**src/rtl/awt_pkg.sv**
```systemverilog
package awt_pkg;

  // fixed field widths
  localparam int LEVEL_BITS = 2;
  localparam int MODE_BITS  = 2;
  localparam int CNT_BITS   = 32;
  localparam int TOTAL_BITS = 64;
  localparam int IDX_BITS   = 3;

  typedef logic [LEVEL_BITS-1:0] level_t;
  typedef logic [MODE_BITS-1:0]  mode_t;
  typedef logic [IDX_BITS-1:0]   reg_idx_t;

  // level codes
  localparam level_t LVL_LOW  = 2'd0;
  localparam level_t LVL_WIN  = 2'd1;
  localparam level_t LVL_HIGH = 2'd2;

  // trigger modes
  localparam mode_t MODE_OFF   = 2'd0;
  localparam mode_t MODE_STATE = 2'd1;
  localparam mode_t MODE_RISE  = 2'd2;
  localparam mode_t MODE_FALL  = 2'd3;

  // input operations
  localparam logic OP_SAMPLE = 1'b0;
  localparam logic OP_CLEAR  = 1'b1;

  // register indexes
  localparam reg_idx_t REG_MODE     = 3'd0;
  localparam reg_idx_t REG_LOW_TH   = 3'd1;
  localparam reg_idx_t REG_HIGH_TH  = 3'd2;
  localparam reg_idx_t REG_ACC_EN   = 3'd3;
  localparam reg_idx_t REG_CENTER   = 3'd4;
  localparam reg_idx_t REG_DEADBAND = 3'd5;

endpackage

```
**src/rtl/awt_if.sv**
```systemverilog
// sample / command channel
interface awt_in_if #(
  parameter int SAMPLE_BITS = 12
) ();
  logic                   valid;
  logic                   ready;
  logic                   operation;
  logic [SAMPLE_BITS-1:0] sample;

  modport source (output valid, output operation, output sample, input ready);
  modport sink (input valid, input operation, input sample, output ready);
endinterface

// result channel
interface awt_out_if import awt_pkg::*; ();
  logic                  valid;
  logic                  ready;
  level_t                trigger_state;
  logic                  trigger_pulse;
  logic [TOTAL_BITS-1:0] accum_total;
  logic [CNT_BITS-1:0]   accum_samples;

  modport source (output valid, output trigger_state, output trigger_pulse,
                  output accum_total, output accum_samples, input ready);
  modport sink (input valid, input trigger_state, input trigger_pulse,
                input accum_total, input accum_samples, output ready);
endinterface

// register write channel
interface awt_cfg_if import awt_pkg::*; #(
  parameter int SAMPLE_BITS = 12
) ();
  logic                   valid;
  logic                   ready;
  reg_idx_t               index;
  logic [SAMPLE_BITS-1:0] data;

  modport source (output valid, output index, output data, input ready);
  modport sink (input valid, input index, input data, output ready);
endinterface

```
**src/rtl/awt_cfg.sv**
```systemverilog
module awt_cfg import awt_pkg::*; #(
  parameter int SAMPLE_BITS = 12
) (
  input  logic                   clk,
  input  logic                   rst_n,
  awt_cfg_if.sink                cfg_ch,
  output mode_t                  mode,
  output logic [SAMPLE_BITS-1:0] low_th,
  output logic [SAMPLE_BITS-1:0] high_th,
  output logic                   acc_en,
  output logic [SAMPLE_BITS-1:0] center,
  output logic [SAMPLE_BITS-1:0] deadband,
  output logic                   acc_clr
);

  // 0.8 V and 2.0 V codes of a 3.3 V full scale, rounded
  localparam int LowThInit  = (16 * (2 ** SAMPLE_BITS) + 33) / 66;
  localparam int HighThInit = (40 * (2 ** SAMPLE_BITS) + 33) / 66;

  logic                   wr;
  mode_t                  mode_r;
  logic [SAMPLE_BITS-1:0] low_th_r;
  logic [SAMPLE_BITS-1:0] high_th_r;
  logic                   acc_en_r;
  logic [SAMPLE_BITS-1:0] center_r;
  logic [SAMPLE_BITS-1:0] deadband_r;

  assign cfg_ch.ready = 1'b1;
  assign wr           = cfg_ch.valid;

  // register file
  always_ff @(posedge clk) begin
    if (!rst_n) begin
      mode_r     <= MODE_OFF;
      low_th_r   <= SAMPLE_BITS'(LowThInit);
      high_th_r  <= SAMPLE_BITS'(HighThInit);
      acc_en_r   <= 1'b0;
      center_r   <= '0;
      deadband_r <= '0;
    end else if (wr) begin
      case (cfg_ch.index)
        REG_MODE:     mode_r     <= cfg_ch.data[MODE_BITS-1:0];
        REG_LOW_TH:   low_th_r   <= cfg_ch.data;
        REG_HIGH_TH:  high_th_r  <= cfg_ch.data;
        REG_ACC_EN:   acc_en_r   <= cfg_ch.data[0];
        REG_CENTER:   center_r   <= cfg_ch.data;
        REG_DEADBAND: deadband_r <= cfg_ch.data;
        default: ;
      endcase
    end
  end

  // any enable write restarts the accumulator
  assign acc_clr  = wr && (cfg_ch.index == REG_ACC_EN);
  assign mode     = mode_r;
  assign low_th   = low_th_r;
  assign high_th  = high_th_r;
  assign acc_en   = acc_en_r;
  assign center   = center_r;
  assign deadband = deadband_r;

endmodule

```
**src/rtl/awt_trig.sv**
```systemverilog
module awt_trig import awt_pkg::*; #(
  parameter int SAMPLE_BITS = 12
) (
  input  logic                   clk,
  input  logic                   rst_n,
  input  logic                   adv,
  input  logic                   is_smp,
  input  logic [SAMPLE_BITS-1:0] sample,
  input  mode_t                  mode,
  input  logic [SAMPLE_BITS-1:0] low_th,
  input  logic [SAMPLE_BITS-1:0] high_th,
  output level_t                 level_nxt,
  output logic                   pulse
);

  level_t level_r;
  logic   outside_r;
  logic   outside_nxt;
  level_t lvl_cls;
  logic   hi;
  logic   active;
  logic   change;

  // classify, low test first
  always_comb begin
    if (sample <= low_th) begin
      lvl_cls = LVL_LOW;
    end else if (sample >= high_th) begin
      lvl_cls = LVL_HIGH;
    end else begin
      lvl_cls = LVL_WIN;
    end
  end

  // edge on last non-window level
  assign hi          = (lvl_cls == LVL_HIGH);
  assign active      = is_smp && (mode != MODE_OFF);
  assign change      = active && (lvl_cls != LVL_WIN) && (hi != outside_r);
  assign pulse       = change && ((hi && (mode == MODE_RISE)) ||
                                  (!hi && (mode == MODE_FALL)));
  assign level_nxt   = active ? lvl_cls : level_r;
  assign outside_nxt = change ? hi : outside_r;

  always_ff @(posedge clk) begin
    if (!rst_n) begin
      level_r   <= LVL_LOW;
      outside_r <= 1'b0;
    end else if (adv) begin
      level_r   <= level_nxt;
      outside_r <= outside_nxt;
    end
  end

endmodule

```
**src/rtl/awt_acc.sv**
```systemverilog
module awt_acc import awt_pkg::*; #(
  parameter int SAMPLE_BITS = 12,
  parameter int SUM_BITS    = 64
) (
  input  logic                   clk,
  input  logic                   rst_n,
  input  logic                   adv,
  input  logic                   acc_clr,
  input  logic                   is_clr,
  input  logic [SAMPLE_BITS-1:0] sample,
  input  logic                   acc_en,
  input  logic [SAMPLE_BITS-1:0] center,
  input  logic [SAMPLE_BITS-1:0] deadband,
  output logic [SUM_BITS-1:0]    sum_nxt,
  output logic [CNT_BITS-1:0]    cnt_nxt
);

  logic [SUM_BITS-1:0]           sum_r;
  logic [CNT_BITS-1:0]           cnt_r;
  logic signed [SAMPLE_BITS:0]   diff;
  logic [SAMPLE_BITS:0]          mag;
  logic signed [SAMPLE_BITS:0]   diff_db;
  logic [SUM_BITS-1:0]           addend;

  // centered value with deadband, or the raw sample when center is zero
  assign diff    = $signed({1'b0, sample}) - $signed({1'b0, center});
  assign mag     = diff[SAMPLE_BITS] ? $unsigned(-diff) : $unsigned(diff);
  assign diff_db = (mag <= {1'b0, deadband}) ? '0 : diff;
  assign addend  = (center != '0) ? SUM_BITS'(diff_db) : SUM_BITS'(sample);

  // next sum and count
  always_comb begin
    if (is_clr) begin
      sum_nxt = '0;
      cnt_nxt = '0;
    end else if (acc_en) begin
      sum_nxt = sum_r + addend;
      cnt_nxt = cnt_r + CNT_BITS'(1);
    end else begin
      sum_nxt = sum_r;
      cnt_nxt = cnt_r;
    end
  end

  always_ff @(posedge clk) begin
    if (!rst_n) begin
      sum_r <= '0;
      cnt_r <= '0;
    end else if (acc_clr) begin
      sum_r <= '0;
      cnt_r <= '0;
    end else if (adv) begin
      sum_r <= sum_nxt;
      cnt_r <= cnt_nxt;
    end
  end

endmodule

```
**src/rtl/analog_window_trigger_accumulator_core.sv**
```systemverilog
// each accepted word passes the input register, then the result register
// throughput: one word per cycle if out_ch is ready, single add and compare stage
// the input register refills while a finished result waits in the output register
// reset (synchronous, rst_n low) clears levels, sum, count and both stage valids
// and loads the registers with their power-on values
module analog_window_trigger_accumulator_core import awt_pkg::*; #(
  parameter int SAMPLE_BITS = 12,
  parameter int SUM_BITS    = 64
) (
  input  logic      clk,
  input  logic      rst_n,
  awt_in_if.sink    in_ch,
  awt_out_if.source out_ch,
  awt_cfg_if.sink   cfg_ch
);

  mode_t                  mode;
  logic [SAMPLE_BITS-1:0] low_th;
  logic [SAMPLE_BITS-1:0] high_th;
  logic                   acc_en;
  logic [SAMPLE_BITS-1:0] center;
  logic [SAMPLE_BITS-1:0] deadband;
  logic                   acc_clr;

  logic                   s1_valid_r;
  logic                   s1_op_r;
  logic [SAMPLE_BITS-1:0] s1_smp_r;
  logic                   adv;
  logic                   is_smp;
  logic                   is_clr;

  level_t                 level_nxt;
  logic                   pulse;
  logic [SUM_BITS-1:0]    sum_nxt;
  logic [CNT_BITS-1:0]    cnt_nxt;

  logic                   out_valid_r;
  level_t                 out_state_r;
  logic                   out_pulse_r;
  logic [TOTAL_BITS-1:0]  out_total_r;
  logic [CNT_BITS-1:0]    out_cnt_r;

  awt_cfg #(
    .SAMPLE_BITS(SAMPLE_BITS)
  ) u_cfg (
    .clk      (clk),
    .rst_n    (rst_n),
    .cfg_ch   (cfg_ch),
    .mode     (mode),
    .low_th   (low_th),
    .high_th  (high_th),
    .acc_en   (acc_en),
    .center   (center),
    .deadband (deadband),
    .acc_clr  (acc_clr)
  );

  // stage handshake
  assign adv         = s1_valid_r && (!out_valid_r || out_ch.ready);
  assign in_ch.ready = !s1_valid_r || adv;
  assign is_smp      = (s1_op_r == OP_SAMPLE);
  assign is_clr      = (s1_op_r == OP_CLEAR);

  // input register
  always_ff @(posedge clk) begin
    if (!rst_n) begin
      s1_valid_r <= 1'b0;
    end else if (in_ch.ready) begin
      s1_valid_r <= in_ch.valid;
    end
  end

  always_ff @(posedge clk) begin
    if (in_ch.valid && in_ch.ready) begin
      s1_op_r  <= in_ch.operation;
      s1_smp_r <= in_ch.sample;
    end
  end

  awt_trig #(
    .SAMPLE_BITS(SAMPLE_BITS)
  ) u_trig (
    .clk       (clk),
    .rst_n     (rst_n),
    .adv       (adv),
    .is_smp    (is_smp),
    .sample    (s1_smp_r),
    .mode      (mode),
    .low_th    (low_th),
    .high_th   (high_th),
    .level_nxt (level_nxt),
    .pulse     (pulse)
  );

  awt_acc #(
    .SAMPLE_BITS(SAMPLE_BITS),
    .SUM_BITS   (SUM_BITS)
  ) u_acc (
    .clk      (clk),
    .rst_n    (rst_n),
    .adv      (adv),
    .acc_clr  (acc_clr),
    .is_clr   (is_clr),
    .sample   (s1_smp_r),
    .acc_en   (acc_en),
    .center   (center),
    .deadband (deadband),
    .sum_nxt  (sum_nxt),
    .cnt_nxt  (cnt_nxt)
  );

  // result register
  always_ff @(posedge clk) begin
    if (!rst_n) begin
      out_valid_r <= 1'b0;
    end else if (adv) begin
      out_valid_r <= 1'b1;
    end else if (out_ch.ready) begin
      out_valid_r <= 1'b0;
    end
  end

  always_ff @(posedge clk) begin
    if (adv) begin
      out_state_r <= level_nxt;
      out_pulse_r <= pulse;
      out_total_r <= TOTAL_BITS'($signed(sum_nxt));
      out_cnt_r   <= cnt_nxt;
    end
  end

  assign out_ch.valid         = out_valid_r;
  assign out_ch.trigger_state = out_state_r;
  assign out_ch.trigger_pulse = out_pulse_r;
  assign out_ch.accum_total   = out_total_r;
  assign out_ch.accum_samples = out_cnt_r;

endmodule
```
**src/flat_wrapper.sv**
```systemverilog
// flat-port wrapper written by rule: the top's interface ports become plain ports
module analog_window_trigger_accumulator_core_flat import awt_pkg::*;
#(
  parameter int SAMPLE_BITS = 12,
  parameter int SUM_BITS    = 64
)
  (clk, rst_n, in_ch_valid, in_ch_operation, in_ch_sample, in_ch_ready, out_ch_valid, out_ch_trigger_state, out_ch_trigger_pulse, out_ch_accum_total, out_ch_accum_samples, out_ch_ready, cfg_ch_valid, cfg_ch_index, cfg_ch_data, cfg_ch_ready);
  awt_in_if #(.SAMPLE_BITS(SAMPLE_BITS)) in_ch_i ();
  awt_out_if out_ch_i ();
  awt_cfg_if #(.SAMPLE_BITS(SAMPLE_BITS)) cfg_ch_i ();
  input  logic clk;
  input  logic rst_n;
  input wire logic [$bits(in_ch_i.valid)-1:0] in_ch_valid;
  input wire logic [$bits(in_ch_i.operation)-1:0] in_ch_operation;
  input wire logic [$bits(in_ch_i.sample)-1:0] in_ch_sample;
  output wire logic [$bits(in_ch_i.ready)-1:0] in_ch_ready;
  output wire logic [$bits(out_ch_i.valid)-1:0] out_ch_valid;
  output wire logic [$bits(out_ch_i.trigger_state)-1:0] out_ch_trigger_state;
  output wire logic [$bits(out_ch_i.trigger_pulse)-1:0] out_ch_trigger_pulse;
  output wire logic [$bits(out_ch_i.accum_total)-1:0] out_ch_accum_total;
  output wire logic [$bits(out_ch_i.accum_samples)-1:0] out_ch_accum_samples;
  input wire logic [$bits(out_ch_i.ready)-1:0] out_ch_ready;
  input wire logic [$bits(cfg_ch_i.valid)-1:0] cfg_ch_valid;
  input wire logic [$bits(cfg_ch_i.index)-1:0] cfg_ch_index;
  input wire logic [$bits(cfg_ch_i.data)-1:0] cfg_ch_data;
  output wire logic [$bits(cfg_ch_i.ready)-1:0] cfg_ch_ready;
  assign in_ch_i.valid = in_ch_valid;
  assign in_ch_i.operation = in_ch_operation;
  assign in_ch_i.sample = in_ch_sample;
  assign in_ch_ready = in_ch_i.ready;
  assign out_ch_valid = out_ch_i.valid;
  assign out_ch_trigger_state = out_ch_i.trigger_state;
  assign out_ch_trigger_pulse = out_ch_i.trigger_pulse;
  assign out_ch_accum_total = out_ch_i.accum_total;
  assign out_ch_accum_samples = out_ch_i.accum_samples;
  assign out_ch_i.ready = out_ch_ready;
  assign cfg_ch_i.valid = cfg_ch_valid;
  assign cfg_ch_i.index = cfg_ch_index;
  assign cfg_ch_i.data = cfg_ch_data;
  assign cfg_ch_ready = cfg_ch_i.ready;
  analog_window_trigger_accumulator_core #(.SAMPLE_BITS(SAMPLE_BITS), .SUM_BITS(SUM_BITS)) u_core (.clk(clk), .rst_n(rst_n), .in_ch(in_ch_i), .out_ch(out_ch_i), .cfg_ch(cfg_ch_i));
endmodule
```
**config.mk**
```make
export PLATFORM = sky130hd
export DESIGN_NAME = analog_window_trigger_accumulator_core_flat
export DESIGN_NICKNAME = d
export VERILOG_FILES = /design/src/rtl/awt_pkg.sv /design/src/rtl/awt_if.sv /design/src/rtl/awt_cfg.sv /design/src/rtl/awt_trig.sv /design/src/rtl/awt_acc.sv /design/src/rtl/analog_window_trigger_accumulator_core.sv /design/src/flat_wrapper.sv
export SDC_FILE = /design/constraint.sdc
export NUM_CORES = 1
export LEC_CHECK = 0
export BUFFER_PORTS_ARGS = -buffer_cell sky130_fd_sc_hd__buf_4
export CAP_MARGIN = 10
export CORE_MARGIN = 5
export CORE_UTILIZATION = 65
export DETAILED_ROUTE_END_ITERATION = 16
export GPL_TIMING_DRIVEN = 0
export PLACE_DENSITY = 0.9
export SLEW_MARGIN = 15
export SYNTH_ARGS = -nofsm -noshare
export SYNTH_HDL_FRONTEND = slang
export SYNTH_SLANG_ARGS = --single-unit
export TNS_END_PERCENT = 50
```
**constraint.sdc**
```tcl
create_clock -name clk -period 16 [get_ports clk]
set_input_delay 3.2 -clock clk [delete_from_list [all_inputs] [get_ports clk]]
set_output_delay 3.2 -clock clk [all_outputs]
set_load 0.03 [all_outputs]
```
Yosys cells after proc, flatten, opt, wreduce, memory -nomap -nowiden

Cells that the tools add are included.

Flip-flop bits (word level): 264
Input port bits: 33
Word-level logic and storage cells: 76

$add $sub $neg: 4
Order comparisons: 3
Equal/unequal tests: 10
Multiplexer cells: 12
Bitwise gates (word level): 2
Reduce and logical (&&, ||, !) cells: 27

Operators by type and width:

| operator                | count |
|---|---|
| $mux W64                | 3 |
| $add A64 B64 Y64        | 1 |
| $mux W32                | 2 |
| $add A32 B1 Y32 const B | 1 |
| $mux W13                | 2 |
| $reduce_and A2 Y1       | 7 |
| $le A13 B12 Y1          | 1 |
| $neg A13 Y13            | 1 |
| $sub A12 B12 Y13        | 1 |
| $ge A12 B12 Y1          | 1 |
| $le A12 B12 Y1          | 1 |
| $reduce_bool A12 Y1     | 1 |
| $logic_and A1 B1 Y1     | 9 |
| $eq A2 B2 Y1 const B    | 3 |
| $eq A3 B2 Y1 const B    | 2 |
| $eq A3 B3 Y1 const B    | 2 |
| $mux W2                 | 3 |
| $reduce_bool A2 Y1      | 2 |
| $eq A3 B1 Y1 const B    | 1 |
| $logic_not A1 Y1        | 3 |
| $logic_not A3 Y1        | 1 |
| $logic_or A1 B1 Y1      | 3 |
| $mux W1                 | 2 |
| $ne A2 B1 Y1 const B    | 1 |
| other kinds (3)         | 4 |

Logic depth before layout (Yosys ltp)

Gate-level depths: netlist of run 1.

Depth in word-level cells: 9
Gate-level depth with buffers: 36

Hierarchy

A second synthesis of run 1 with hierarchy kept.

Cells, all modules: 1922
Area total of the unflattened synthesis: 16525.8 sq um

By module, submodules not included:

| module                                 | instances | cells an instance | area an instance (sq um) | seq. area each (sq um) |
|---|---|---|---|---|
| awt_acc                                | 1         | 1493              | 10221.1                  | 1921.8 |
| analog_window_trigger_accumulator_core | 1         | 122               | 3470.8                   | 3403.3 |
| awt_cfg                                | 1         | 196               | 2008.2                   | 1021.0 |
| awt_trig                               | 1         | 111               | 825.8                    | 60.1 |

Least setup slack after synthesis of run 1

Ideal clock, no wire load.

Path kind: register -> register
From: reg u_core.s1_smp_r[0]
To: reg u_core.u_acc.sum_r[63]
Setup time: 74 ps
Arrival time: 7954 ps
Data required time: 15926 ps
Slack: 7972 ps
Cell stages (with the launch flop): 36
Buffers on the path: 3
Path through: edfxtp_1 > inv_1 > ha_1 > fa_1 > nand2b_1 > a211oi_1 > o21ai_0 > xnor2_1 > or4b_1 > buf_2 > o21ai_0 > xor2_1 > ha_1 > nand4_1 > or3_1 > o21ai_0 > a21o_1 > clkbuf_1 > o31a_1 > buf_2 > nor2_1 > a22o_1 > ha_1 > or3_1 > a2111oi_0 > nor2_1 > a21oi_1 > nand3b_1 > o22ai_1 > a211o_1 > a21boi_1 > o21a_1 > a2111oi_4 > mux2i_1 > or3_1 > a31oi_1

Longest elaborated chain between the ends: 9

Ends and longest elaborated chain:

| element                | line                                         | text |
|---|---|---|
| from (decl)            | analog_window_trigger_accumulator_core.sv:27 | `logic [SAMPLE_BITS-1:0] s1_smp_r;` |
| from (signal assigned) | analog_window_trigger_accumulator_core.sv:76 | `s1_smp_r <= in_ch.sample;` |
| $sub A12 B12 Y13       | awt_acc.sv:26                                | `assign diff = $signed({1'b0, sample}) - $signed({1'b0, center});` |
| $neg A13 Y13           | awt_acc.sv:27                                | `assign mag = diff[SAMPLE_BITS] ? $unsigned(-diff) : $unsigned(diff);` |
| $mux W13               | awt_acc.sv:27                                |  |
| $le A13 B12 Y1         | awt_acc.sv:28                                | `assign diff_db = (mag <= {1'b0, deadband}) ? '0 : diff;` |
| $mux W13               | awt_acc.sv:28                                |  |
| $mux W64 *             | awt_acc.sv:29                                | `assign addend = (center != '0) ? SUM_BITS'(diff_db) : SUM_BITS'(sample);` |
| $add A64 B64 Y64 *     | awt_acc.sv:37                                | `sum_nxt = sum_r + addend;` |
| $mux W64 *             | awt_acc.sv:36                                | `end else if (acc_en) begin` |
| $mux W64 *             | awt_acc.sv:33                                | `if (is_clr) begin` |
| to (signal assigned)   | awt_acc.sv:53                                | `sum_r <= sum_nxt;` |
| to (decl)              | awt_acc.sv:18                                | `logic [SUM_BITS-1:0] sum_r;` |

Every way passes the cells marked *; elsewhere a longest branch is shown, timed or not.
A chain may end at the register's enable or synchronous reset.

Worst setup path after layout of run 1

From: reg u_core.s1_smp_r[0]
To: reg u_core.out_total_r[59], in the netlist u_core.out_ch.accum_total[59], data pin

Longest elaborated chain between the ends: 9

Ends and longest elaborated chain:

| element                | line                                          | text |
|---|---|---|
| $sub A12 B12 Y13       | awt_acc.sv:26                                 |  |
| $neg A13 Y13           | awt_acc.sv:27                                 |  |
| $mux W13               | awt_acc.sv:27                                 |  |
| $le A13 B12 Y1         | awt_acc.sv:28                                 |  |
| $mux W13               | awt_acc.sv:28                                 |  |
| $mux W64 *             | awt_acc.sv:29                                 |  |
| $add A64 B64 Y64 *     | awt_acc.sv:37                                 |  |
| $mux W64 *             | awt_acc.sv:36                                 |  |
| $mux W64 *             | awt_acc.sv:33                                 |  |
| net u_core.sum_nxt[59] | analog_window_trigger_accumulator_core.sv:34  | `logic [SUM_BITS-1:0] sum_nxt;` |
| to (signal assigned)   | analog_window_trigger_accumulator_core.sv:127 | `out_total_r <= TOTAL_BITS'($signed(sum_nxt));` |
| to (decl)              | analog_window_trigger_accumulator_core.sv:40  | `logic [TOTAL_BITS-1:0] out_total_r;` |

Mark *: on every way through the listed nets, which the timed path passes. The rest lies on a longest branch.

==> results of run 1 <==
==> metrics by stage <==
step / area, um^2 / instances / setup WS [ns] / hold slack (ns) / util (%)
after floorplan: 15790 / 1901 / 7.972 / 0.4435 / -
after global placement: 17180 / 2357 / 6.230 / 0.4505 / 71.28
after detailed placement: 17250 / 2360 / 6.057 / 0.4578 / 71.56
after CTS: 18150 / 2411 / 6.017 / 0.4665 / 75.28
after global routing: 18150 / 2411 / 5.218 / 0.4950 / 75.28
final: 18150 / 2411 / 5.745 / 0.4616 / 75.28
==> layout make-up <==
class	count	area [um^2]
plain buffers	117	449.2
clock buffers	37	785.8
clock inverters	14	111.4
fillers	1715	5958
inverters	65	244.0
multi-input cells	1455	8687
flip-flops and latches	264	6406
well taps	324	405.4
repair buffers	135	1059
==> metal layers <==
layer	track usage, %	vias up
met1	48.33	7332
met5	0	-
met3	8.474	180
met2	57.46	999
li1	-	7032
met4	13.85	0
==> cell families after synthesis <==
kind of cell | count (synthesis) | synth area share (%)
buffers and inverters | 182 | 4.383
muxes | 38 | 2.441
other | 1 | 0.02376
DFF | 264 | 40.58
AOI/OAI and AO/OA | 375 | 15.43
xor gates and xnor gates | 109 | 6.048
adders and majority gates | 68 | 5.485
and+or+nand+nor | 864 | 25.60
==> worst register-to-register path, delay by kind of cell, from the launching register on <==
kind | cells | cell delay, ns
buffers and inverters | 4 | 1.09
xor gates and xnor gates | 3 | 0.55
DFF | 1 | 0.32
adders and majority gates | 4 | 1.21
and+or+nand+nor | 10 | 2.42
AOI/OAI and AO/OA | 14 | 4.36
==> sequential cells by signal (all words and copies together) (netlist names), 2 cells and up <==
register                     count
u_core.u_cfg.deadband           12
u_core.u_cfg.mode                2
u_core.u_cfg.high_th            12
u_core.out_ch.accum_total       64
u_core.out_ch.trigger_state      2
u_core.u_trig.level_r            2
u_core.u_acc.sum_r              64
u_core.u_cfg.low_th             12
u_core.u_acc.cnt_r              32
u_core.out_ch.accum_samples     32
u_core.u_cfg.center             12
u_core.s1_smp_r                 12
==> synthesized netlist by cell type, types with 5 or more instances <==
master and number:
and2_1 16, nand3_1 67, nand2b_1 17, xnor2_1 43, a22o_1 7, a31oi_1 11, nand4_1 40, or3_1 36
a21boi_1 8, o21ai_0 37, dfxtp_1 152, nor3b_1 6, and4_1 5, a21boi_0 37, a211oi_1 9, o21a_1 7
o31ai_1 13, nor4_1 26, o211ai_1 17, buf_1 14, o22ai_1 6, clkbuf_1 98, a21oi_1 124, nor2_1 181
nor2b_1 19, xor2_1 66, or4_1 11, or2_2 12, and3_1 25, nand2_1 339, nor3_1 45, a21o_1 25
mux2i_1 34, inv_1 64, edfxtp_1 112, o21ai_1 32, ha_1 66
==> power by group <==
group	internal (uW)	switching (uW)	total, uW
Sequential	717	9.10	726
Combinational	87.2	185	273
Clock	363	273	636
Total	1170	468	1640
==> worst paths after layout <==
check                                              from                                      end  slack (ns)  cells past startpoint
setup / recovery           u_core.s1_smp_r[0]$_DFFE_PP_  u_core.out_ch.accum_total[59]$_DFFE_PP_        5.75                     35
hold / removal    u_core.u_cfg.deadband[2]$_SDFFE_PN0P_    u_core.u_cfg.deadband[2]$_SDFFE_PN0P_        0.46                      2
setup reg to reg           u_core.s1_smp_r[0]$_DFFE_PP_  u_core.out_ch.accum_total[59]$_DFFE_PP_        5.75                     35
hold reg to reg   u_core.u_cfg.deadband[2]$_SDFFE_PN0P_    u_core.u_cfg.deadband[2]$_SDFFE_PN0P_        0.46                      2
==> impl_metrics.ini, run 1 <==
[outcome]
status = completed

[critical_path]
start_kind = flip-flop
slowest_delay_ns = 0.53
critPathKind = reg -> reg
cp-end-kind = flip-flop
crit_buf_inv = 4
path_delay_family = compound AO/OA/AOI/OAI gates
slowest_stage = or4b_1
critPathMaxFanout = 10
worstPathRequired_ns = 16.26
arrival_ns = 10.51

[timing]
hold_viol = 0
finalCritPeriodShare_pct = 64.09
setup_violations = 0
relSlewSlack_pct = 28.75
max_freq_mhz = 97.52
drv_slew = 0
worst_pin_slew_ns = 1.069
rsz0062_at_grt = no
post-route-min-period_ns = 10.25
fin_skew_ns = 0.01663
fin_tns_setup_ns = 0

[detailed_routing]
routed-wl-met2_um = 22990
post-route-drc-count = 0
dr.first_iter.drc_count = 2037
maxUsedRoutingLayer = met4
drt-met1-wl_um = 20720
dr_wl_met3_um = 6012
vias = 15540
viasPerCell = 6.447
ant_nets = 0
drt_wl_total_um = 51670
wire_per_inst_um = 21.43
first_pass_iters = 8

[floorplanning]
die_area_um2 = 27500
core_area_um2 = 24110
pin_count = 135
die_w_um = 165.8
die_h_um = 165.8
row_count = 57
initial_utilization_pct = 65.48

[logic_synthesis]
ys_seq_area_share_pct = 40.58
ys_ff_latch = 264
netlist_instances = 1901
synth_fp_nets = 2002
yosys_warnings = 0
synth_cell_types = 76
synth.avg_cell_area_um2 = 8.304
ys_async_sr_fraction_pct = 0
yosys-top-cells-area = edfxtp_1, dfxtp_1, nand2_1, ha_1, nor2_1
synth.top_cell.area_share_pct = 21.31
synth_ff_type = dfxtp_1
synth_edf_count = 112
synth_top_area_cell = edfxtp_1
syn-cell-area_um2 = 15790

[grt]
grt_pass1_wl_um = 81690
antenna_found_initial = 0
first_global_vias = 15170
grt_max_degree = 40
grt_use_total_pct = 36.16
grt.overflow.total = 0

[job]
maxCapViolations = 0

[clock_network]
cts_hold_buffers = 0
cts_tree = done
cts_made_buffers = 28
htree_levels = 1
cts_root_buf = clkbuf_16
clk_path_buf_depth = 3
cts_sinks = 264
insertion_delay_ns = 0.55
clkTransAtPathRegs_ns = 0.06
post_cts_resized = 0
cts_setup_buffers = 0

[power_and_ir_drop]
power_uw = 1635
power_density_nw_per_um2 = 90.10
leakage_uw = 0.006728
ir_drop_mv = 0.09511

[layout]
drive_above_1_share_pct = 10.16
antenna_cells = 0
fin_nets = 2167
final_cell_mix = nand2_1, nor2_1, dfxtp_1
layout_commonest_cell = nand2_1
area_growth_pct = 14.97

[hold_path]
hp-class = reg -> reg

[placed_design]
gp_congestion = 1.027
place_hpwl_um = 37170
io_buffers = 132
(Power assumes the default switching activity.)
==> inputs of run 2 (changes only) <==
--- a/config.mk
+++ b/config.mk
@@ -8,10 +8,10 @@
 export BUFFER_PORTS_ARGS = -buffer_cell sky130_fd_sc_hd__buf_4
 export CAP_MARGIN = 10
 export CORE_MARGIN = 5
-export CORE_UTILIZATION = 65
+export CORE_UTILIZATION = 61
 export DETAILED_ROUTE_END_ITERATION = 16
 export GPL_TIMING_DRIVEN = 0
-export PLACE_DENSITY = 0.9
+export PLACE_DENSITY = 0.85
 export SLEW_MARGIN = 15
 export SYNTH_ARGS = -nofsm -noshare
 export SYNTH_HDL_FRONTEND = slang
==> constraint.sdc (replaced) <==
create_clock -name clk -period 9.9 [get_ports clk]
set_input_delay 1.98 -clock clk [delete_from_list [all_inputs] [get_ports clk]]
set_output_delay 1.98 -clock clk [all_outputs]
set_load 0.03 [all_outputs]
==> run 2 against run 1 <==
  * Worst setup slack worse by 5.3 ns
  * Via count is 1.8% lower
  * Sequential cell count stayed put
  * Combinational power is 58% higher
  * Count of clock-buffer cells in the layout is 5 higher
  * Clock skew is 0.0034 ns lower
  * Routed wire length is 1.7% lower
  * Sequential power is 61% higher
  * Fmax is 8.4% higher
  * Non-clock buffer count is 2 lower
  * Critical path depth is 1 lower
  * Clock power is 59% higher
  * Critical endpoint is now u_core.out_ch.accum_total[63]$_DFFE_PP_
  * Largest power group unchanged
==> impl_metrics.ini, run 2 (same netlist as run 1, synthesis figures left out) <==
[critical_path]
rrSetupSlack_ns = 0.44
worstPathRequired_ns = 10.17
slowest_delay_ns = 0.55
slowest_stage = or4b_1
arrival_ns = 9.74
critPathMaxFanout = 10
critPathKind = reg -> reg
cp-startpoint = u_core.s1_smp_r[0]$_DFFE_PP_
start_kind = flip-flop
cp-end-kind = flip-flop
reg2reg_from = u_core.s1_smp_r[0]$_DFFE_PP_

[clock_network]
cts_hold_buffers = 0
clkTransAtPathRegs_ns = 0.06
htree_levels = 1
insertion_delay_ns = 0.56
cts_tree = done
cts_root_buf = clkbuf_16
cts_made_buffers = 27
clk_path_buf_depth = 3
post_cts_resized = 1
cts_sinks = 264
cts_setup_buffers = 0

[layout]
drive_above_1_share_pct = 10.17
fin_util_pct = 71.52
area_growth_pct = 14.76
fin_nets = 2164
fillers = 1960
layout_commonest_cell = nand2_1
final_cell_mix = nand2_1, nor2_1, dfxtp_1
fin_cells = 2415

[floorplanning]
die_area_um2 = 29190
die_w_um = 170.9
initial_utilization_pct = 62.33
core_area_um2 = 25330
row_count = 58
pin_count = 135
die_h_um = 170.9

[placed_design]
dpl.cell_count = 2365
gp_congestion = 1.043
io_buffers = 132
dp_slack_ns = -0.04018
place_hpwl_um = 37440

[timing]
rsz0062_at_grt = no
finalCritPeriodShare_pct = 95.59
fin_skew_ns = 0.01318
worst_pin_slew_ns = 1.045
fin_ws_ns = 0.4364
post-route-min-period_ns = 9.464
setup_violations = 0
relSlewSlack_pct = 30.30
max_freq_mhz = 105.7
drv_slew = 0
hold_viol = 0

[hold_path]
hp-class = reg -> reg
hold_start = u_core.u_cfg.deadband[7]$_SDFFE_PN0P_

[job]
maxCapViolations = 0

[detailed_routing]
ant_nets = 0
vias = 15260
post-route-drc-count = 0
dr.first_iter.drc_count = 2120
drt_wl_total_um = 50820
first_pass_iters = 7
wire_per_inst_um = 21.04
viasPerCell = 6.318

[grt]
grt_use_total_pct = 34.05
grt_pass1_wl_um = 79370
antenna_found_initial = 1
grt.overflow.total = 0
grt_max_degree = 40
first_global_vias = 14730

[outcome]
status = completed

[power_and_ir_drop]
power_uw = 2621
ir_drop_mv = 0.1388
power_density_nw_per_um2 = 144.7
leakage_uw = 0.006693
-- run 2: area by class of cell --
cell class | count | area, um^2 | area share, %
Tap cell | 330 | 412.9 | 2.279
Sequential cell | 264 | 6406 | 35.36
Multi-Input combinational cell | 1455 | 8707 | 48.07
Antenna cell | 1 | 2.502 | 0.01381
Buffer | 116 | 445.4 | 2.459
Inverter | 65 | 244.0 | 1.347
Clock inverter | 8 | 73.82 | 0.4075
Timing Repair Buffer | 134 | 1031 | 5.691
Clock buffer | 42 | 792.0 | 4.372
-- run 2: final timing paths --
path / depth (start not counted) / end
worst max-delay path: 34 / u_core.out_ch.accum_total[63]$_DFFE_PP_
worst min register to register: 2 / u_core.u_cfg.deadband[7]$_SDFFE_PN0P_
worst max register to register: 34 / u_core.out_ch.accum_total[63]$_DFFE_PP_
worst min-delay path: 2 / u_core.u_cfg.deadband[7]$_SDFFE_PN0P_
-- run 2: report_power, final --
group / leakage [uW] / total (uW) / switching [uW] / internal (uW)
Clock: 0.000428 / 1010 / 439 / 576
Sequential: 0.00227 / 1170 / 15.6 / 1160
Combinational: 0.00399 / 431 / 292 / 139
Total: 0.00669 / 2620 / 747 / 1870
-- run 2: stage by stage --
| step | TNS (ns) | cell area [um^2] | hold slack, ns |
|---|---|---|---|
| 6_report | 0 | 18110 | 0.4662 |
| 5_1_grt | 0 | 18110 | 0.4882 |
| 4_1_cts | 0 | 18100 | 0.4674 |
| 3_5_place_dp | -0.04018 | 17230 | 0.4589 |
| 3_3_place_gp | 0 | 17190 | 0.4503 |
| 2_1_floorplan | 0 | 15790 | 0.4435 |
-- run 2: layer usage --
| metal | vias to the layer above | wire length [um] | global-route usage, % |
|---|---|---|---|
| met2 | 885 | 22770 | 54.64 |
| met5 | - | 0 | 0 |
| li1 | 7044 | - | - |
| met1 | 7174 | 20540 | 46.35 |
| met4 | 0 | 1855 | 11.57 |
| met3 | 155 | 5653 | 6.955 |
-- run 2: worst max-delay path, delay by kind of cell (launching register included) --
| kind | cells | cell delay (ns) |
|---|---|---|
| mux | 1 | 0.33 |
| simple gates | 7 | 1.88 |
| fa+ha+maj | 4 | 1.19 |
| xor+xnor | 3 | 0.65 |
| buf+inv | 3 | 0.67 |
| flops | 1 | 0.32 |
| compound gates | 16 | 4.12 |
==> inputs of run 3 (changes only) <==
--- a/config.mk
+++ b/config.mk
@@ -7,7 +7,7 @@
 export LEC_CHECK = 0
 export BUFFER_PORTS_ARGS = -buffer_cell sky130_fd_sc_hd__buf_4
 export CAP_MARGIN = 10
-export CORE_MARGIN = 5
+export CORE_MARGIN = 2
 export CORE_UTILIZATION = 61
 export DETAILED_ROUTE_END_ITERATION = 16
 export GPL_TIMING_DRIVEN = 0
==> run 3 against run 2 <==
  * First-iteration DRC count is 3.6% lower
  * Worst setup slack better by 0.12 ns
  * Sequential cell count stayed put
  * Count of clock-buffer cells in the layout is 4 lower
  * Final area is 0.73% higher
  * Critical path type unchanged
  * Largest power group unchanged
==> impl_metrics.ini, run 3 (same netlist as run 1, synthesis figures left out) <==
[power_and_ir_drop]
leakage_uw = 0.006747
power_density_nw_per_um2 = 149.2
ir_drop_mv = 0.1515
power_uw = 2723

[critical_path]
start_kind = flip-flop
worstPathRequired_ns = 10.17
cp-end-kind = flip-flop
critPathKind = reg -> reg
crit_buf_inv = 3
path_delay_family = compound AO/OA/AOI/OAI gates
arrival_ns = 9.62
slowest_stage = or4b_1
critPathMaxFanout = 10
slowest_delay_ns = 0.53

[grt]
grt_max_degree = 39
grt_use_total_pct = 38.66
grt_pass1_wl_um = 80830
antenna_found_initial = 1
first_global_vias = 14570
grt.overflow.total = 0

[job]
maxCapViolations = 0

[timing]
drv_slew = 0
fin_skew_ns = 0.01231
fin_ws_ns = 0.5536
relSlewSlack_pct = 22.77
rsz0062_at_grt = no
finalCritPeriodShare_pct = 94.41
hold_viol = 0
worst_pin_slew_ns = 1.158
setup_violations = 0
max_freq_mhz = 107.0
post-route-min-period_ns = 9.346

[detailed_routing]
first_pass_iters = 6
ant_nets = 0
vias = 15600
viasPerCell = 6.450
drt_wl_total_um = 53350
dr.first_iter.drc_count = 2043
wire_per_inst_um = 22.06
post-route-drc-count = 0

[clock_network]
cts_sinks = 264
clk_path_buf_depth = 3
cts_made_buffers = 28
clkTransAtPathRegs_ns = 0.06
cts_setup_buffers = 0
insertion_delay_ns = 0.55
htree_levels = 1
cts_root_buf = clkbuf_16
cts_tree = done

[layout]
area_growth_pct = 15.60
layout_commonest_cell = nand2_1
fin_nets = 2166
drive_above_1_share_pct = 10.40
final_cell_mix = nand2_1, nor2_1, dfxtp_1
fillers = 1879

[floorplanning]
row_count = 58
die_area_um2 = 27180
initial_utilization_pct = 62.33
die_h_um = 164.9
die_w_um = 164.9
pin_count = 135
core_area_um2 = 25330

[placed_design]
io_buffers = 132
place_hpwl_um = 38580
dp_slack_ns = -0.2083
gp_congestion = 1.005

[outcome]
status = completed

[hold_path]
hp-class = reg -> reg
## run 3: cell types whose count changed in the layout (fill, tap and decap cells not counted), moves of 2 or more
cell        before  now
clkbuf_8         6    2
clkbuf_1       106  103
clkbuf_16       27   30
clkinv_4         0    3
a21oi_2          2    0
bufinv_16        1    3
clkinv_2         2    4
clkinvlp_4       0    2
inv_4            2    0
## run 3: worst paths after layout
check	from	to	slack, ns	cells past startpoint
worst max register to register	u_core.s1_smp_r[0]$_DFFE_PP_	u_core.out_ch.accum_total[59]$_DFFE_PP_	0.55	34
worst min-delay path	u_core.u_cfg.deadband[2]$_SDFFE_PN0P_	u_core.u_cfg.deadband[2]$_SDFFE_PN0P_	0.47	2
worst max-delay path	u_core.s1_smp_r[0]$_DFFE_PP_	u_core.out_ch.accum_total[59]$_DFFE_PP_	0.55	34
worst min register to register	u_core.u_cfg.deadband[2]$_SDFFE_PN0P_	u_core.u_cfg.deadband[2]$_SDFFE_PN0P_	0.47	2
## run 3: area by class of cell
| cell class | instances | area [um^2] | area share, % |
|---|---|---|---|
| tap | 330 | 412.9 | 2.263 |
| inverter | 65 | 244.0 | 1.337 |
| buffer | 116 | 447.9 | 2.455 |
| multi-input combinational | 1455 | 8711 | 47.74 |
| timing repair buffer | 135 | 1059 | 5.801 |
| clock buffer | 38 | 800.8 | 4.388 |
| sequential | 264 | 6406 | 35.11 |
| antenna | 1 | 2.502 | 0.01371 |
| clock inverter | 14 | 163.9 | 0.8982 |
## run 3: power by group
part           internal [uW]  switching [uW]
registers               1160            15.7
clock network            648             461
logic                    141             298
total                   1950             775
## run 3: timing repair
item	CTS	global route
endpoints found under the setup margin	5	48
gates resized for setup	2	5
hold buffers	0	0
## run 3: through the flow
| step | instance area, um^2 | setup TNS (ns) | cells | util (%) | hold WS (ns) |
|---|---|---|---|---|---|
| floorplan | 15790 | 0 | 1901 | - | 0.4435 |
| global placement | 17190 | -0.5762 | 2363 | 67.87 | 0.4507 |
| detailed placement | 17260 | -0.7599 | 2366 | 68.14 | 0.4639 |
| CTS | 18230 | 0 | 2418 | 71.98 | 0.4718 |
| global route | 18250 | 0 | 2417 | 72.04 | 0.4938 |
| finish | 18250 | 0 | 2418 | 72.05 | 0.4692 |
## run 3: worst min-delay path: cells and delay by family (launching register included)
kind            cells  cell delay [ns]
compound gates      1             0.06
simple gates        1             0.05
flops               1             0.31
## run 3: per-layer routing
| metal | GRT usage, % | vias to the layer above | part of all wire, % |
|---|---|---|---|
| li1 | - | 7038 | - |
| met1 | 53.01 | 7427 | 41 |
| met2 | 62.31 | 955 | 45 |
| met3 | 6.203 | 176 | 10 |
| met4 | 13.24 | 0 | 3.6 |
| met5 | 0 | - | 0 |
